File: src/design/adsr_pkg.sv
// Package: shared types and constants of the ADSR envelope generator.
`default_nettype none
package adsr_pkg;

  localparam int unsigned AmpW    = 17;  // Q1.16 amplitude
  localparam int unsigned SampleW = 16;
  localparam int unsigned HoldW   = 24;
  localparam int unsigned CfgIdxW = 3;
  localparam int unsigned CfgW    = 24;

  typedef logic        [AmpW-1:0]    amp_t;
  typedef logic signed [SampleW-1:0] sample_t;
  typedef logic        [HoldW-1:0]   hold_t;
  typedef logic        [CfgIdxW-1:0] cfg_idx_t;
  typedef logic        [CfgW-1:0]    cfg_data_t;

  localparam amp_t AmpOne = 17'h10000;

  // Register indexes of the configuration port
  localparam cfg_idx_t RegAttackStep    = 3'd0;
  localparam cfg_idx_t RegDecayFactor   = 3'd1;
  localparam cfg_idx_t RegSustainLevel  = 3'd2;
  localparam cfg_idx_t RegReleaseFactor = 3'd3;
  localparam cfg_idx_t RegHoldSamples   = 3'd4;

endpackage
`default_nettype wire

File: src/design/adsr_if.sv
// Interfaces: sample input channel and shaped sample output channel.
`default_nettype none
interface adsr_in_if;
  import adsr_pkg::*;
  logic    valid;
  logic    ready;
  sample_t sample_in;
  logic    gate;
  modport source (output valid, output sample_in, output gate, input ready);
  modport sink   (input valid, input sample_in, input gate, output ready);
endinterface

interface adsr_out_if;
  import adsr_pkg::*;
  logic    valid;
  logic    ready;
  sample_t sample_out;
  modport source (output valid, output sample_out, input ready);
  modport sink   (input valid, input sample_out, output ready);
endinterface
`default_nettype wire

File: src/design/adsr_envelope_generator_unit.sv
// ADSR envelope generator: shapes each audio sample by an attack/decay/hold/release envelope.
//
// One item (sample plus gate) is taken at a time: the accept cycle
// runs the gate check and the attack add, then one shared 18x18 multiplier
// is used in the states DECAY, REL and SCALE, in turn for the decay product, the
// release product and the output scaling (sample * amplitude >> 16). The
// input is ready only while the sequencer is idle. The result sits in an
// output register, so a waiting result does not block the next item; a
// result is only held back at the scaling step if the previous one has not
// been taken yet. Configuration writes (index 0..4: attack step, decay
// factor, sustain level, release factor, hold samples) take effect at once
// and should be made only while no item is in flight; other indexes are
// ignored.
`default_nettype none
module adsr_envelope_generator_unit (
  input  wire logic               clk_i,
  input  wire logic               rst_ni,
  input  wire logic               cfg_we_i,
  input  wire adsr_pkg::cfg_idx_t cfg_idx_i,
  input  wire adsr_pkg::cfg_data_t cfg_data_i,
  adsr_in_if.sink                 sample_i,
  adsr_out_if.source              result_o
);
  import adsr_pkg::*;

  typedef enum logic [1:0] {
    ST_IDLE,
    ST_DECAY,
    ST_REL,
    ST_SCALE
  } state_e;

  // configuration registers
  logic [16:0] attack_step_q;
  logic [15:0] decay_factor_q;
  amp_t        sustain_level_q;
  logic [15:0] release_factor_q;
  hold_t       hold_samples_q;

  always_ff @(posedge clk_i or negedge rst_ni) begin
    if (!rst_ni) begin
      attack_step_q    <= 17'd655;
      decay_factor_q   <= 16'd65000;
      sustain_level_q  <= 17'd32768;
      release_factor_q <= 16'd65000;
      hold_samples_q   <= 24'd1;
    end else if (cfg_we_i) begin
      unique case (cfg_idx_i)
        RegAttackStep:    attack_step_q    <= cfg_data_i[16:0];
        RegDecayFactor:   decay_factor_q   <= cfg_data_i[15:0];
        RegSustainLevel:  sustain_level_q  <= cfg_data_i[16:0];
        RegReleaseFactor: release_factor_q <= cfg_data_i[15:0];
        RegHoldSamples:   hold_samples_q   <= cfg_data_i[HoldW-1:0];
        default: ;
      endcase
    end
  end

  // envelope state
  state_e  state_q;
  amp_t    amp_q;
  logic    att_q, dec_q, hold_q, rel_q;
  hold_t   cnt_q;
  sample_t last_q;      // doubles as the output register
  logic    out_valid_q;
  logic    wr_q;        // some phase writes the output this item
  sample_t smp_q;
  logic    gate_q;

  assign sample_i.ready    = (state_q == ST_IDLE);
  assign result_o.valid    = out_valid_q;
  assign result_o.sample_out = last_q;

  wire accept   = sample_i.valid && sample_i.ready;
  wire out_free = !out_valid_q || result_o.ready;

  // shared multiplier: amplitude * factor, or sample * amplitude
  logic signed [17:0] mul_a;
  logic signed [17:0] mul_b;
  logic signed [35:0] prod;
  amp_t               mul_amp;

  always_comb begin
    unique case (state_q)
      ST_DECAY: begin
        mul_a = $signed({1'b0, amp_q});
        mul_b = $signed({2'b00, decay_factor_q});
      end
      ST_REL: begin
        mul_a = $signed({1'b0, amp_q});
        mul_b = $signed({2'b00, release_factor_q});
      end
      default: begin
        mul_a = $signed({{2{smp_q[SampleW-1]}}, smp_q});
        mul_b = $signed({1'b0, amp_q});
      end
    endcase
  end

  assign prod    = mul_a * mul_b;
  assign mul_amp = prod[32:16];

  // accept cycle: gate check and attack step
  logic        start;
  logic [17:0] att_sum;
  logic        att1, dec1, rel1, wr1;
  hold_t       cnt1;
  amp_t        amp1;

  always_comb begin
    start   = sample_i.gate && !att_q && !hold_q && !dec_q;
    att1    = att_q || start;
    dec1    = start ? 1'b0 : dec_q;
    rel1    = start ? 1'b0 : rel_q;
    cnt1    = start ? '0 : cnt_q;
    att_sum = {1'b0, amp_q} + {1'b0, attack_step_q};
    amp1    = amp_q;
    wr1     = att1;
    if (att1) begin
      rel1 = 1'b0;
      if (att_sum >= {1'b0, AmpOne}) begin
        amp1 = AmpOne;
        att1 = 1'b0;
        dec1 = 1'b1;
      end else begin
        amp1 = att_sum[AmpW-1:0];
      end
    end
  end

  // release cycle: hold count, gate check, release multiply
  logic  hold_run, expired, do_rel, hold2, rel2, wr2;
  hold_t cnt2;
  amp_t  amp2;

  always_comb begin
    hold_run = (cnt_q < hold_samples_q) && hold_q;
    cnt2     = hold_run ? cnt_q + 1'b1 : cnt_q;
    expired  = (cnt2 >= hold_samples_q);
    hold2    = (expired && !gate_q) ? 1'b0 : hold_q;
    rel2     = (expired && !gate_q) ? 1'b1 : rel_q;
    do_rel   = rel2 && (amp_q != '0);
    amp2     = do_rel ? mul_amp : amp_q;
    wr2      = wr_q || hold_run || (expired && gate_q) || do_rel;
  end

  always_ff @(posedge clk_i or negedge rst_ni) begin
    if (!rst_ni) begin
      state_q     <= ST_IDLE;
      amp_q       <= '0;
      att_q       <= 1'b0;
      dec_q       <= 1'b0;
      hold_q      <= 1'b0;
      rel_q       <= 1'b0;
      cnt_q       <= '0;
      last_q      <= '0;
      out_valid_q <= 1'b0;
      wr_q        <= 1'b0;
      smp_q       <= '0;
      gate_q      <= 1'b0;
    end else begin
      // output register fills at the scaling step, empties when taken
      if (state_q == ST_SCALE && out_free) begin
        out_valid_q <= 1'b1;
      end else if (result_o.ready) begin
        out_valid_q <= 1'b0;
      end
      unique case (state_q)
        ST_IDLE: begin
          if (accept) begin
            smp_q   <= sample_i.sample_in;
            gate_q  <= sample_i.gate;
            att_q   <= att1;
            dec_q   <= dec1;
            rel_q   <= rel1;
            cnt_q   <= cnt1;
            amp_q   <= amp1;
            wr_q    <= wr1;
            state_q <= ST_DECAY;
          end
        end
        ST_DECAY: begin
          if (dec_q) begin
            amp_q <= mul_amp;
            wr_q  <= 1'b1;
            if (mul_amp <= sustain_level_q) begin
              dec_q  <= 1'b0;
              hold_q <= 1'b1;
            end
          end
          state_q <= ST_REL;
        end
        ST_REL: begin
          cnt_q   <= cnt2;
          hold_q  <= hold2;
          rel_q   <= rel2;
          amp_q   <= amp2;
          wr_q    <= wr2;
          state_q <= ST_SCALE;
        end
        ST_SCALE: begin
          // wait until the previous result has left the output register
          if (out_free) begin
            if (wr_q) last_q <= prod[31:16];
            state_q <= ST_IDLE;
          end
        end
        default: state_q <= ST_IDLE;
      endcase
    end
  end

endmodule
`default_nettype wire
File: src/flat_wrapper.sv
// flat-port wrapper written by rule: the top's interface ports become plain ports
module adsr_envelope_generator_unit_flat import adsr_pkg::*;
  (clk_i, rst_ni, cfg_we_i, cfg_idx_i, cfg_data_i, sample_i_valid, sample_i_sample_in, sample_i_gate, sample_i_ready, result_o_valid, result_o_sample_out, result_o_ready);
  adsr_in_if sample_i_i ();
  adsr_out_if result_o_i ();
  input  wire logic clk_i;
  input  wire logic rst_ni;
  input  wire logic cfg_we_i;
  input  wire adsr_pkg::cfg_idx_t cfg_idx_i;
  input  wire adsr_pkg::cfg_data_t cfg_data_i;
  input wire logic [$bits(sample_i_i.valid)-1:0] sample_i_valid;
  input wire logic [$bits(sample_i_i.sample_in)-1:0] sample_i_sample_in;
  input wire logic [$bits(sample_i_i.gate)-1:0] sample_i_gate;
  output wire logic [$bits(sample_i_i.ready)-1:0] sample_i_ready;
  output wire logic [$bits(result_o_i.valid)-1:0] result_o_valid;
  output wire logic [$bits(result_o_i.sample_out)-1:0] result_o_sample_out;
  input wire logic [$bits(result_o_i.ready)-1:0] result_o_ready;
  assign sample_i_i.valid = sample_i_valid;
  assign sample_i_i.sample_in = sample_i_sample_in;
  assign sample_i_i.gate = sample_i_gate;
  assign sample_i_ready = sample_i_i.ready;
  assign result_o_valid = result_o_i.valid;
  assign result_o_sample_out = result_o_i.sample_out;
  assign result_o_i.ready = result_o_ready;
  adsr_envelope_generator_unit u_core (.clk_i(clk_i), .rst_ni(rst_ni), .cfg_we_i(cfg_we_i), .cfg_idx_i(cfg_idx_i), .cfg_data_i(cfg_data_i), .sample_i(sample_i_i), .result_o(result_o_i));
endmodule
File: config.mk
export PLATFORM = sky130hd
export DESIGN_NAME = adsr_envelope_generator_unit_flat
export DESIGN_NICKNAME = d
export VERILOG_FILES = /design/src/design/adsr_pkg.sv /design/src/design/adsr_if.sv /design/src/design/adsr_envelope_generator_unit.sv /design/src/flat_wrapper.sv
export SDC_FILE = /design/constraint.sdc
export NUM_CORES = 1
export LEC_CHECK = 0
export BUFFER_PORTS_ARGS = -buffer_cell sky130_fd_sc_hd__buf_2
export CORE_ASPECT_RATIO = 1.1
export CORE_UTILIZATION = 54
export DETAILED_ROUTE_END_ITERATION = 6
export PLACE_DENSITY = 0.71
export RECOVER_POWER = 100
export SLEW_MARGIN = 20
export SYNTH_ARGS = -nofsm -noshare
export SYNTH_HDL_FRONTEND = slang
export SYNTH_SLANG_ARGS = --single-unit
File: constraint.sdc
create_clock -name clk_i -period 9.26 [get_ports clk_i]
set_clock_uncertainty 0.05 [all_clocks]
set_input_delay 0.926 -clock clk_i [delete_from_list [all_inputs] [get_ports clk_i]]
set_output_delay 0.926 -clock clk_i [all_outputs]
set_load 0.02 [all_outputs]
# Word-level counts from Yosys, hierarchy flattened
# Cells that the tools add are included.
[op_classes]
add_sub_neg = 2
mul = 1
eq_ne = 16
n_reduce_logical = 42
n_lt_le_gt_ge = 4
mux = 38
[op_table]
columns = ["operator", "n"]
rows = [
  ["2-to-1 mux 17 bit", 5],
  ["2-to-1 mux 24 bit", 3],
  ["case mux 17 bit (3 select lines)", 1],
  ["case mux 24 bit (2 select lines)", 1],
  ["case mux 17 bit (2 select lines)", 1],
  ["multiplier 18 x 18 -> 33 bit", 1],
  ["adder 24 x 1 -> 24 bit (second input constant)", 1],
  [">= comparator 24 bit", 1],
  ["< comparator 24 bit", 1],
  ["2-to-1 mux 1 bit", 19],
  ["adder 17 x 17 -> 18 bit", 1],
  [">= comparator 18 x 17 -> 1 bit (second input constant)", 1],
  ["2-to-1 mux 18 bit", 1],
  ["less-or-equal comparator 17 bit", 1],
  ["nonzero test 17 bit", 1],
  ["AND reduction 2 bit", 8],
  ["AND reduction 3 bit", 4],
  ["!= test 2 x 1 -> 1 bit (second input constant)", 5],
  ["logical AND 1 bit", 9],
  ["case mux 2 bit (4 select lines)", 1],
  ["nonzero test 2 bit", 4],
  ["equality test 3 x 2 -> 1 bit (second input constant)", 2],
  ["!= test 2 bit (second input constant)", 3],
  ["case mux 1 bit (2 select lines)", 3],
  ["other kinds (15)", 25],
]
[totals]
word_cells = 120
inputBits = 49
out_inout_bits = 18
reg_bits = 172

# Longest topological paths before layout
# Gate-level depths: netlist (run 1).
[logic_depth]
ltp_word = 9
ltp_mapped = 36
mapped_depth_nobuf = 33

# Worst setup path after synthesis (run 1)
# Ideal clock, no wire load.
[synth_path]
path_type = "reg-to-reg"
start = "register u_core.state_q[0]"
end = "register u_core.hold_q"
path_stages_with_launch = 33
t_required_ns = 9.072
setup_slack_ns = 0.940
path_buffers = 3
t_arrival_ns = 8.132
period_less_slack_ns = 8.320
setup_time_ns = 0.138
path_cell_list = "dfrtp_1 > inv_1 > ha_1 > clkbuf_1 > buf_1 > buf_1 > mux2i_1 > nor2_1 > fa_1 > inv_1 > fa_1 > fa_1 > fa_1 > inv_1 > fa_1 > fa_1 > ha_1 > a211oi_2 > o211ai_1 > o211ai_1 > o22a_1 > o21ai_1 > a211o_1 > and2_1 > ha_1 > a21o_1 > a21o_1 > a21oi_1 > nand2_1 > o211ai_1 > a31oi_1 > o31ai_1 > o211ai_1"
[synth_via]
elab_chain_len = 7
word_cells_on_any_way = 13
classes_between = "mul (1); order compare (1); eq/ne (5); mux (3); reduce/logical (3)"
[synth_rtl]
columns = ["element", "line", "text"]
rows = [
  ["start, declared", "adsr_envelope_generator_unit.sv:60", "state_e state_q;"],
  ["start signal, assigned", "adsr_envelope_generator_unit.sv:149", "state_q <= ST_IDLE;"],
  ["start signal, assigned", "adsr_envelope_generator_unit.sv:179", "state_q <= ST_DECAY;"],
  ["start signal, assigned", "adsr_envelope_generator_unit.sv:191", "state_q <= ST_REL;"],
  ["equality test 2 bit or equality test 2 x 1 -> 1 bit (tied branches)", "adsr_envelope_generator_unit.sv:84, adsr_envelope_generator_unit.sv:168", ""],
  ["OR reduction 2 bit (no source line)", "--", ""],
  ["2-to-1 mux 18 bit", "adsr_envelope_generator_unit.sv:84", "unique case (state_q)"],
  ["multiplier 18 x 18 -> 33 bit", "adsr_envelope_generator_unit.sv:100", "assign prod = mul_a * mul_b;"],
  ["less-or-equal comparator 17 bit", "adsr_envelope_generator_unit.sv:186", "if (mul_amp <= sustain_level_q) begin"],
  ["!= test 2 x 1 -> 1 bit (no source line)", "--", ""],
  ["AND reduction 4 bit (no source line)", "--", ""],
  ["end signal, assigned", "adsr_envelope_generator_unit.sv:195", "hold_q <= hold2;"],
  ["end, declared", "adsr_envelope_generator_unit.sv:62", "logic att_q, dec_q, hold_q, rel_q;"],
]
# Several ways; a longest one is shown, not always the timed one.
# A chain may end at the register's enable or synchronous reset.

# Worst setup path after layout (run 1)
[layout_path]
start = "register u_core.state_q[1]"
end = "register u_core.hold_q"
# The elaborated chain is that of the path after synthesis.

==> results of run 1 <==
worst max path at each step:
stage / from / cells after the start / end
after global placement: u_core.state_q[0] / 31 / u_core.hold_q
after CTS: u_core.state_q[1] / 29 / u_core.hold_q
after global routing: u_core.state_q[1] / 31 / u_core.hold_q
final: u_core.state_q[1] / 29 / u_core.hold_q
after detailed placement: u_core.state_q[0] / 29 / u_core.hold_q
after floorplan: u_core.state_q[0] / 32 / u_core.hold_q
cells in the mapped netlist, types with 30 or more instances:
| cell type | number | area share |
|---|---|---|
| dfstp_2 | 30 | 0.037 |
| dfrtp_1 | 142 | 0.17 |
| xnor2_1 | 39 | 0.016 |
| mux2_2 | 99 | 0.053 |
| nand2_1 | 251 | 0.045 |
| inv_1 | 393 | 0.070 |
| nand3_1 | 31 | 0.0074 |
| fa_1 | 290 | 0.28 |
| nor2_1 | 200 | 0.036 |
| and2_1 | 35 | 0.010 |
| a21oi_1 | 70 | 0.017 |
| o21ai_0 | 70 | 0.017 |
| clkbuf_1 | 70 | 0.012 |
| a21o_1 | 31 | 0.011 |
| ha_1 | 167 | 0.099 |
sequential cells by signal, indices dropped and copies added (netlist names):
signal	flops
u_core.sustain_level_q	17
u_core.rel_q	1
u_core.cnt_q	24
u_core.amp_q	17
u_core.att_q	1
u_core.wr_q	1
u_core.result_o.sample_out	16
u_core.hold_q	1
u_core.gate_q	1
u_core.attack_step_q	17
u_core.smp_q	16
u_core.decay_factor_q	16
u_core.hold_samples_q	24
u_core.dec_q	1
u_core.result_o.valid	1
u_core.state_q	2
u_core.release_factor_q	16
layer usage:
| layer | share of wire | vias up | wire length, um | GRT usage |
|---|---|---|---|---|
| li1 | - | 7401 | - | - |
| met1 | 0.41 | 8393 | 24300 | 0.428 |
| met2 | 0.47 | 673 | 28300 | 0.514 |
| met3 | 0.082 | 135 | 4910 | 0.0576 |
| met4 | 0.037 | 0 | 2200 | 0.121 |
| met5 | 0 | - | 0 | 0 |
area by class of cell:
type / instances / area [um^2]
clock inverters: 15 / 198
fillers: 3422 / 15700
clock buffers: 17 / 425
well taps: 500 / 626
inverters: 393 / 1480
repair buffers: 109 / 623
multi-input cells: 1614 / 14900
flip-flops and latches: 172 / 4340
logic make-up (layout without fill, tap and decap cells):
| group | after synthesis | in the layout | synth area share |
|---|---|---|---|
| AND/OR/NAND/NOR | 655 | 655 | 0.142 |
| AO/OA/AOI/OAI | 313 | 313 | 0.0987 |
| XOR/XNOR | 67 | 67 | 0.0279 |
| buffers and inverters | 477 | 534 | 0.0854 |
| flip-flops | 172 | 172 | 0.206 |
| multiplexers | 122 | 122 | 0.0639 |
| adder cells (fa/ha/maj) | 457 | 457 | 0.375 |
worst reg2reg max path, delay by kind of cell, from the launching register on:
family                     cells  cell delay [ps]
adders and majority gates      9             4110
AOI/OAI and AO/OA             10             2050
muxes                          1              680
and+or+nand+nor                4              600
buffers and inverters          4              550
DFF                            1              390
xor gates and xnor gates       1              290
what timing repair did:
action                     in CTS  in global routing
buffers inserted                0                  0
resized for setup               0                  4
setup endpoints to repair       0                  2
through the flow:
step,hold slack [ps],cells,area (um^2),setup WS (ps),util
after global placement,439,2788,22100,556,0.576
final,465,2820,22600,430,0.590
after floorplan,430,2263,21000,940,-
after global routing,474,2820,22600,-51.6,0.590
after detailed placement,446,2788,22100,380,0.576
after CTS,349,2820,22700,326,0.592
==> impl_metrics.env, run 1 <==
export IMPL_outcome="finished with violations"
export IMPL_violations="max-capacitance violations, max-slew violations"
export IMPL_hp_class="register to register"
export IMPL_startpoint_type="register"
export IMPL_max_freq_mhz=113
export IMPL_firstDrtPassIters=7
export IMPL_areaGrowthSynthToFinish_pct=7.41
export IMPL_hold_depth=1
export IMPL_crit_family="adder cells"
export IMPL_setup_violations=0
export IMPL_worst_path_most_repeated_cell="fa_1"
export IMPL_drc_errors=0
export IMPL_die_width_um=190
export IMPL_clk_pin_slew_ps=80
export IMPL_syn_nets=2769
export IMPL_synth_cell_type_count=72
export IMPL_crit_required_ps=9550
export IMPL_fin_crit_ps=8830
export IMPL_core_area_um2=38300
export IMPL_wirelength_um=59700
export IMPL_clock_sinks=172
export IMPL_die_area_um2=39800
export IMPL_ant_nets=0
export IMPL_ys_seq_area_frac=0.206
export IMPL_drt_iter0_markers=1402
export IMPL_fin_nets=2813
export IMPL_post_route_period_util=0.954
export IMPL_synth_seq_cells=172
export IMPL_hold_buffers=0
export IMPL_antenna_found_initial=0
export IMPL_hold_path_end="u_core.result_o.sample_out[15]"
export IMPL_clk_latency_ps=490
export IMPL_via_count=16602
export IMPL_synth_cells=2263
export IMPL_fp_row_count=75
export IMPL_dpl_hpwl_um=47700
export IMPL_worstSetupPathType="register to register"
export IMPL_layout_common_cells="393 x inv_1, 289 x fa_1, 251 x nand2_1, 200 x nor2_1, 165 x ha_1"
export IMPL_grt_max_degree=70
export IMPL_grt_pass1_vias=17303
export IMPL_track_usage=0.319
export IMPL_cts_buffers=17
export IMPL_drive_gt1_frac=0.114
export IMPL_r2r_setup_slack_ps=430
export IMPL_maxCapViolCount=5
export IMPL_numPortBuffers=66
export IMPL_worst_pin_slew_ps=3140
export IMPL_r2r_cells=29
export IMPL_cts_root_buf="clkbuf_16"
export IMPL_synth_edf_count=0
export IMPL_setup_tns_ps=0
export IMPL_vias_per_cell=5.89
export IMPL_layout_commonest_cell="inv_1"
export IMPL_chipHeight_um=209
export IMPL_path_buf_inv=4
export IMPL_wl_per_cell_um=21.2
export IMPL_async_flop_share=1.00
export IMPL_cts_tree="done"
export IMPL_r2r_start="u_core.state_q[1]"
export IMPL_ios=67
export IMPL_slew_viol_final=259
export IMPL_max_slew_margin=-1.09
export IMPL_gp_congestion=0.985
export IMPL_max_stage_delay_ps=650
export IMPL_ys_warn_count=0
export IMPL_crit_arrival_ps=9120
export IMPL_syn_area_per_cell_um2=9.30
export IMPL_reg2reg_to="u_core.hold_q"
export IMPL_final_hold_viol_count=0
export IMPL_overflow=0
export IMPL_n_antenna_cell=0
export IMPL_crit_slowest_cell="mux2i_2"
export IMPL_netlist_area_um2=21000
export IMPL_cp_max_fo=53
export IMPL_cts_max_level=4
export IMPL_grt_first_pass_wirelength_um=96200
export IMPL_worstHoldStart="u_core.result_o.sample_out[15]"
export IMPL_ys_flop_type="dfrtp_1"
export IMPL_initial_core_util=0.550
export IMPL_cts_buffer_depth=2
export IMPL_endpoint_kind="register"
Power of run 1 is left out: the tool's default activity adds up to more than one toggle a clock period on the data nets, which glitch-free logic cannot reach.
==> inputs of run 2 (changes only) <==
--- a/config.mk
+++ b/config.mk
@@ -9,2 +9,3 @@
 export CORE_ASPECT_RATIO = 1.1
+export CORE_MARGIN = 2
 export CORE_UTILIZATION = 54
==> constraint.sdc (replaced) <==
create_clock -name clk_i -period 9.26 [get_ports clk_i]
set_clock_uncertainty 0.05 [all_clocks]
set_input_delay 0.463 -clock clk_i [delete_from_list [all_inputs] [get_ports clk_i]]
set_output_delay 0.463 -clock clk_i [all_outputs]
set_load 0.02 [all_outputs]
==> run 2 against run 1 <==
Net effect: the run still ends with max-capacitance violations, max-slew violations left; maximum frequency fell by 0.17%; die area up 2.0%; cell count hardly changed; worst hold slack worse by 320 ps; setup slack got worse by 15 ps; count of clock-buffer cells in the layout rose by 1; first-iteration DRC count shrank 19%; cell area fell by 0.11%; non-clock buffer count rose by 2; global-route usage down 0.36 points; via count fell by 0.38%; highest routed layer is now met5.
==> impl_metrics.env, run 2 (same netlist as run 1, synthesis figures left out) <==
export IMPL_cts_resized=0
export IMPL_wirelength_um=60100
export IMPL_ios=67
export IMPL_slew_viol_final=223
export IMPL_areaGrowthSynthToFinish_pct=7.29
export IMPL_drive_gt1_frac=0.117
export IMPL_cts_buffer_depth=2
export IMPL_numPortBuffers=66
export IMPL_chipHeight_um=211
export IMPL_cts_root_buf="clkbuf_16"
export IMPL_place_inst=2790
export IMPL_die_width_um=192
export IMPL_layoutNonFillerInstCount=2822
export IMPL_crit_slowest_cell="fa_1"
export IMPL_post_route_period_util=0.955
export IMPL_r2r_start="u_core.state_q[0]"
export IMPL_worst_path_most_repeated_cell="fa_1"
export IMPL_hold_buffers=0
export IMPL_drc_errors=0
export IMPL_post_cts_buffers=0
export IMPL_ant_nets=0
export IMPL_dpl_hpwl_um=47300
export IMPL_cp_max_fo=30
export IMPL_rsz0062_at_grt="no"
export IMPL_utilization=0.590
export IMPL_violations="max-capacitance violations, max-slew violations"
export IMPL_setup_tns_ps=0
export IMPL_cts_buffers=17
export IMPL_outcome="finished with violations"
export IMPL_reg_top3="u_core.cnt_q (24), u_core.hold_samples_q (24)"
export IMPL_grt_max_degree=100
export IMPL_hp_class="primary input to register"
export IMPL_whs_ps=148
export IMPL_die_area_um2=40600
export IMPL_clk_pin_slew_ps=80
export IMPL_clk_latency_ps=480
export IMPL_layout_commonest_cell="inv_1"
export IMPL_firstDrtPassIters=6
export IMPL_layout_common_cells="393 x inv_1, 289 x fa_1, 251 x nand2_1, 199 x nor2_1, 164 x ha_1"
export IMPL_max_slew_margin=-2.79
export IMPL_n_antenna_cell=0
export IMPL_initial_core_util=0.550
export IMPL_cts_max_level=4
export IMPL_maxCapViolCount=3
export IMPL_clock_sinks=172
export IMPL_via_count=16539
export IMPL_cts_tree="done"
export IMPL_max_freq_mhz=113
export IMPL_final_hold_viol_count=0
export IMPL_setup_violations=0
export IMPL_fp_row_count=75
export IMPL_vias_per_cell=5.86
export IMPL_grt_first_pass_wirelength_um=97000
export IMPL_drt_iter0_markers=1142
export IMPL_max_stage_delay_ps=520
export IMPL_crit_required_ps=9550
export IMPL_track_usage=0.315
export IMPL_fin_crit_ps=8850
export IMPL_grt_pass1_vias=17471
export IMPL_antenna_found_initial=2
export IMPL_startpoint_type="register"
export IMPL_cp_startpoint="u_core.state_q[0]"
export IMPL_fin_nets=2815
export IMPL_worstHoldStart="cfg_data_i[17]"
export IMPL_gp_congestion=0.967
export IMPL_overflow=0
export IMPL_worstSetupPathType="register to register"
export IMPL_core_area_um2=38300
export IMPL_endpoint_kind="register"
export IMPL_wl_per_cell_um=21.3
export IMPL_crit_arrival_ps=9140
export IMPL_worst_pin_slew_ps=5680
==> run 2: metal layers <==
layer / wire (um) / vias to the layer above / GRT usage
met5: 40 / - / 0
met4: 2640 / 4 / 0.135
met3: 4230 / 151 / 0.0462
met2: 28800 / 631 / 0.513
met1: 24500 / 8342 / 0.422
li1: - / 7411 / -
==> run 2: final cells by class <==
| class | count | area, um^2 |
|---|---|---|
| Fill cell | 3365 | 15700 |
| Multi-Input combinational cell | 1614 | 14900 |
| Sequential cell | 172 | 4340 |
| Inverter | 393 | 1480 |
| Timing Repair Buffer | 111 | 629 |
| Tap cell | 500 | 626 |
| Clock buffer | 18 | 439 |
| Clock inverter | 14 | 148 |
==> run 2: path summary, 6_finish.rpt <==
| check | depth (start not counted) | slack, ps | to |
|---|---|---|---|
| worst max register to register | 32 | 410 | u_core.hold_q |
| max in group asynchronous | 2 | 3060 | u_core.smp_q[10] |
| worst min-delay path | 3 | 150 | u_core.hold_samples_q[17] |
| worst min register to register | 1 | 460 | u_core.result_o.sample_out[6] |
| worst max-delay path | 32 | 410 | u_core.hold_q |
| min in group asynchronous | 1 | 1990 | u_core.cnt_q[18] |
==> run 2: critical path: cells and delay by family, from the launching register on <==
family,cells,cell delay (ps)
flip-flops,1,400
buffers and inverters,7,950
XOR/XNOR,1,370
AO/OA/AOI/OAI,11,2330
multiplexers,1,440
adder cells (fa/ha/maj),9,3930
AND/OR/NAND/NOR,3,200
==> run 2: per-stage QoR <==
step,setup slack [ps],area (um^2)
floorplan,940,21000
global route,2.09,22600
CTS,247,22600
detailed placement,324,22100
finish,414,22600
global placement,509,22100
Power of run 2 is left out for the same reason.
==> inputs of run 3 (changes only) <==
- CORE_UTILIZATION: 54 -> 59
- PLACE_DENSITY: 0.71 -> 0.76
==> run 3 against run 2 <==
Net effect: the run still ends with max-capacitance violations, max-slew violations left; sequential share of layout area barely moved; cell count fell by 1.9%; maximum frequency fell by 0.44%; routed wire length fell by 1.8%; via count rose by 1.3%; setup slack got worse by 39 ps; die area fell by 8.3%; core utilization rose by 5.2 points; register-to-register slack got worse by 40 ps; cell area fell by 0.19%; critical path type unchanged; critical endpoint is now u_core.dec_q.
==> impl_metrics.env, run 3 (same netlist as run 1, synthesis figures left out) <==
export IMPL_via_count=16750
export IMPL_hp_class="primary input to register"
export IMPL_core_area_um2=35100
export IMPL_die_width_um=184
export IMPL_slew_viol_final=223
export IMPL_clk_pin_slew_ps=70
export IMPL_layout_common_cells="392 x inv_1, 289 x fa_1, 251 x nand2_1, 199 x nor2_1, 164 x ha_1"
export IMPL_initial_core_util=0.599
export IMPL_cts_max_level=4
export IMPL_vias_per_cell=6.05
export IMPL_whs_ps=162
export IMPL_wirelength_um=59100
export IMPL_crit_arrival_ps=9170
export IMPL_crit_family="adder cells"
export IMPL_cts_buffer_depth=2
export IMPL_wl_per_cell_um=21.3
export IMPL_post_route_period_util=0.959
export IMPL_reg_top3="u_core.cnt_q (24), u_core.hold_samples_q (24)"
export IMPL_cts_tree="done"
export IMPL_n_antenna_cell=0
export IMPL_ant_nets=0
export IMPL_layout_commonest_cell="inv_1"
export IMPL_endpoint_kind="register"
export IMPL_cts_buffers=17
export IMPL_cp_max_fo=18
export IMPL_drt_iter0_markers=1548
export IMPL_clock_sinks=172
export IMPL_worst_path_most_repeated_cell="fa_1"
export IMPL_startpoint_type="register"
export IMPL_crit_required_ps=9540
export IMPL_numPortBuffers=66
export IMPL_grt_max_degree=106
export IMPL_setup_violations=0
export IMPL_hold_buffers=0
export IMPL_track_usage=0.333
export IMPL_areaGrowthSynthToFinish_pct=7.08
export IMPL_chipHeight_um=202
export IMPL_overflow=0
export IMPL_path_buf_inv=6
export IMPL_gp_congestion=0.977
export IMPL_grt_pass1_vias=17455
export IMPL_antenna_found_initial=0
export IMPL_nFillCells=2919
export IMPL_fp_row_count=72
export IMPL_setup_tns_ps=0
export IMPL_die_area_um2=37200
export IMPL_fin_crit_ps=8880
export IMPL_max_freq_mhz=113
export IMPL_grt_first_pass_wirelength_um=94200
export IMPL_max_slew_margin=-2.89
export IMPL_worstSetupPathType="register to register"
export IMPL_maxCapViolCount=3
export IMPL_drive_gt1_frac=0.116
export IMPL_utilization=0.641
export IMPL_worst_pin_slew_ps=5840
export IMPL_outcome="finished with violations"
export IMPL_fin_nets=2818
export IMPL_max_stage_delay_ps=550
export IMPL_cts_root_buf="clkbuf_16"
export IMPL_firstDrtPassIters=6
export IMPL_drc_errors=0
export IMPL_rsz0062_at_grt="no"
export IMPL_final_hold_viol_count=0
export IMPL_crit_slowest_cell="fa_1"
export IMPL_violations="max-capacitance violations, max-slew violations"
export IMPL_ios=67
export IMPL_clk_latency_ps=460
export IMPL_dpl_hpwl_um=46600
-- run 3: worst paths after layout --
| path | from | end | slack, ps | cells past startpoint |
|---|---|---|---|---|
| hold / removal | cfg_data_i[21] | u_core.hold_samples_q[21] | 160 | 3 |
| min in group asynchronous | rst_ni | u_core.attack_step_q[16] | 2110 | 1 |
| setup / recovery | u_core.state_q[1] | u_core.dec_q | 380 | 30 |
| max in group asynchronous | rst_ni | u_core.hold_samples_q[4] | 3070 | 2 |
| setup reg to reg | u_core.state_q[1] | u_core.dec_q | 380 | 30 |
| hold reg to reg | u_core.release_factor_q[4] | u_core.release_factor_q[4] | 460 | 1 |
-- run 3: metrics by stage --
step	std cells	setup slack (ps)	instance area [um^2]
6_report	2769	375	22500
5_1_grt	2769	10.9	22500
4_1_cts	2766	301	22600
3_5_place_dp	2734	357	22000
3_3_place_gp	2734	536	22000
2_1_floorplan	2263	940	21000
-- run 3: cell type report --
cell class | count | area, um^2 | share of cell area
clock buffer | 22 | 454 | 0.0202
clock inverter | 10 | 106 | 0.00472
inverter | 393 | 1480 | 0.0656
multi-input combinational | 1614 | 14900 | 0.663
sequential | 172 | 4340 | 0.193
tap | 444 | 556 | 0.0247
timing repair buffer | 114 | 661 | 0.0293
-- run 3: metal layers --
layer / global-route usage / wire [um] / up-vias / share of wire
met5: 0 / 0 / - / 0
met4: 0.153 / 3030 / 0 / 0.051
met3: 0.0521 / 5040 / 181 / 0.085
met2: 0.540 / 27700 / 841 / 0.47
met1: 0.443 / 23300 / 8313 / 0.39
li1: - / - / 7415 / -
-- run 3: what timing repair did --
item	CTS	global route
resized for setup	0	13
buffers inserted	0	3
endpoints found under the setup margin	0	2
-- run 3: tightest hold or removal path: cells and delay by family --
family	cells	cell delay, ps
AO/OA/AOI/OAI	1	60
buffers and inverters	1	70
AND/OR/NAND/NOR	1	30
Power of run 3 is left out for the same reason.
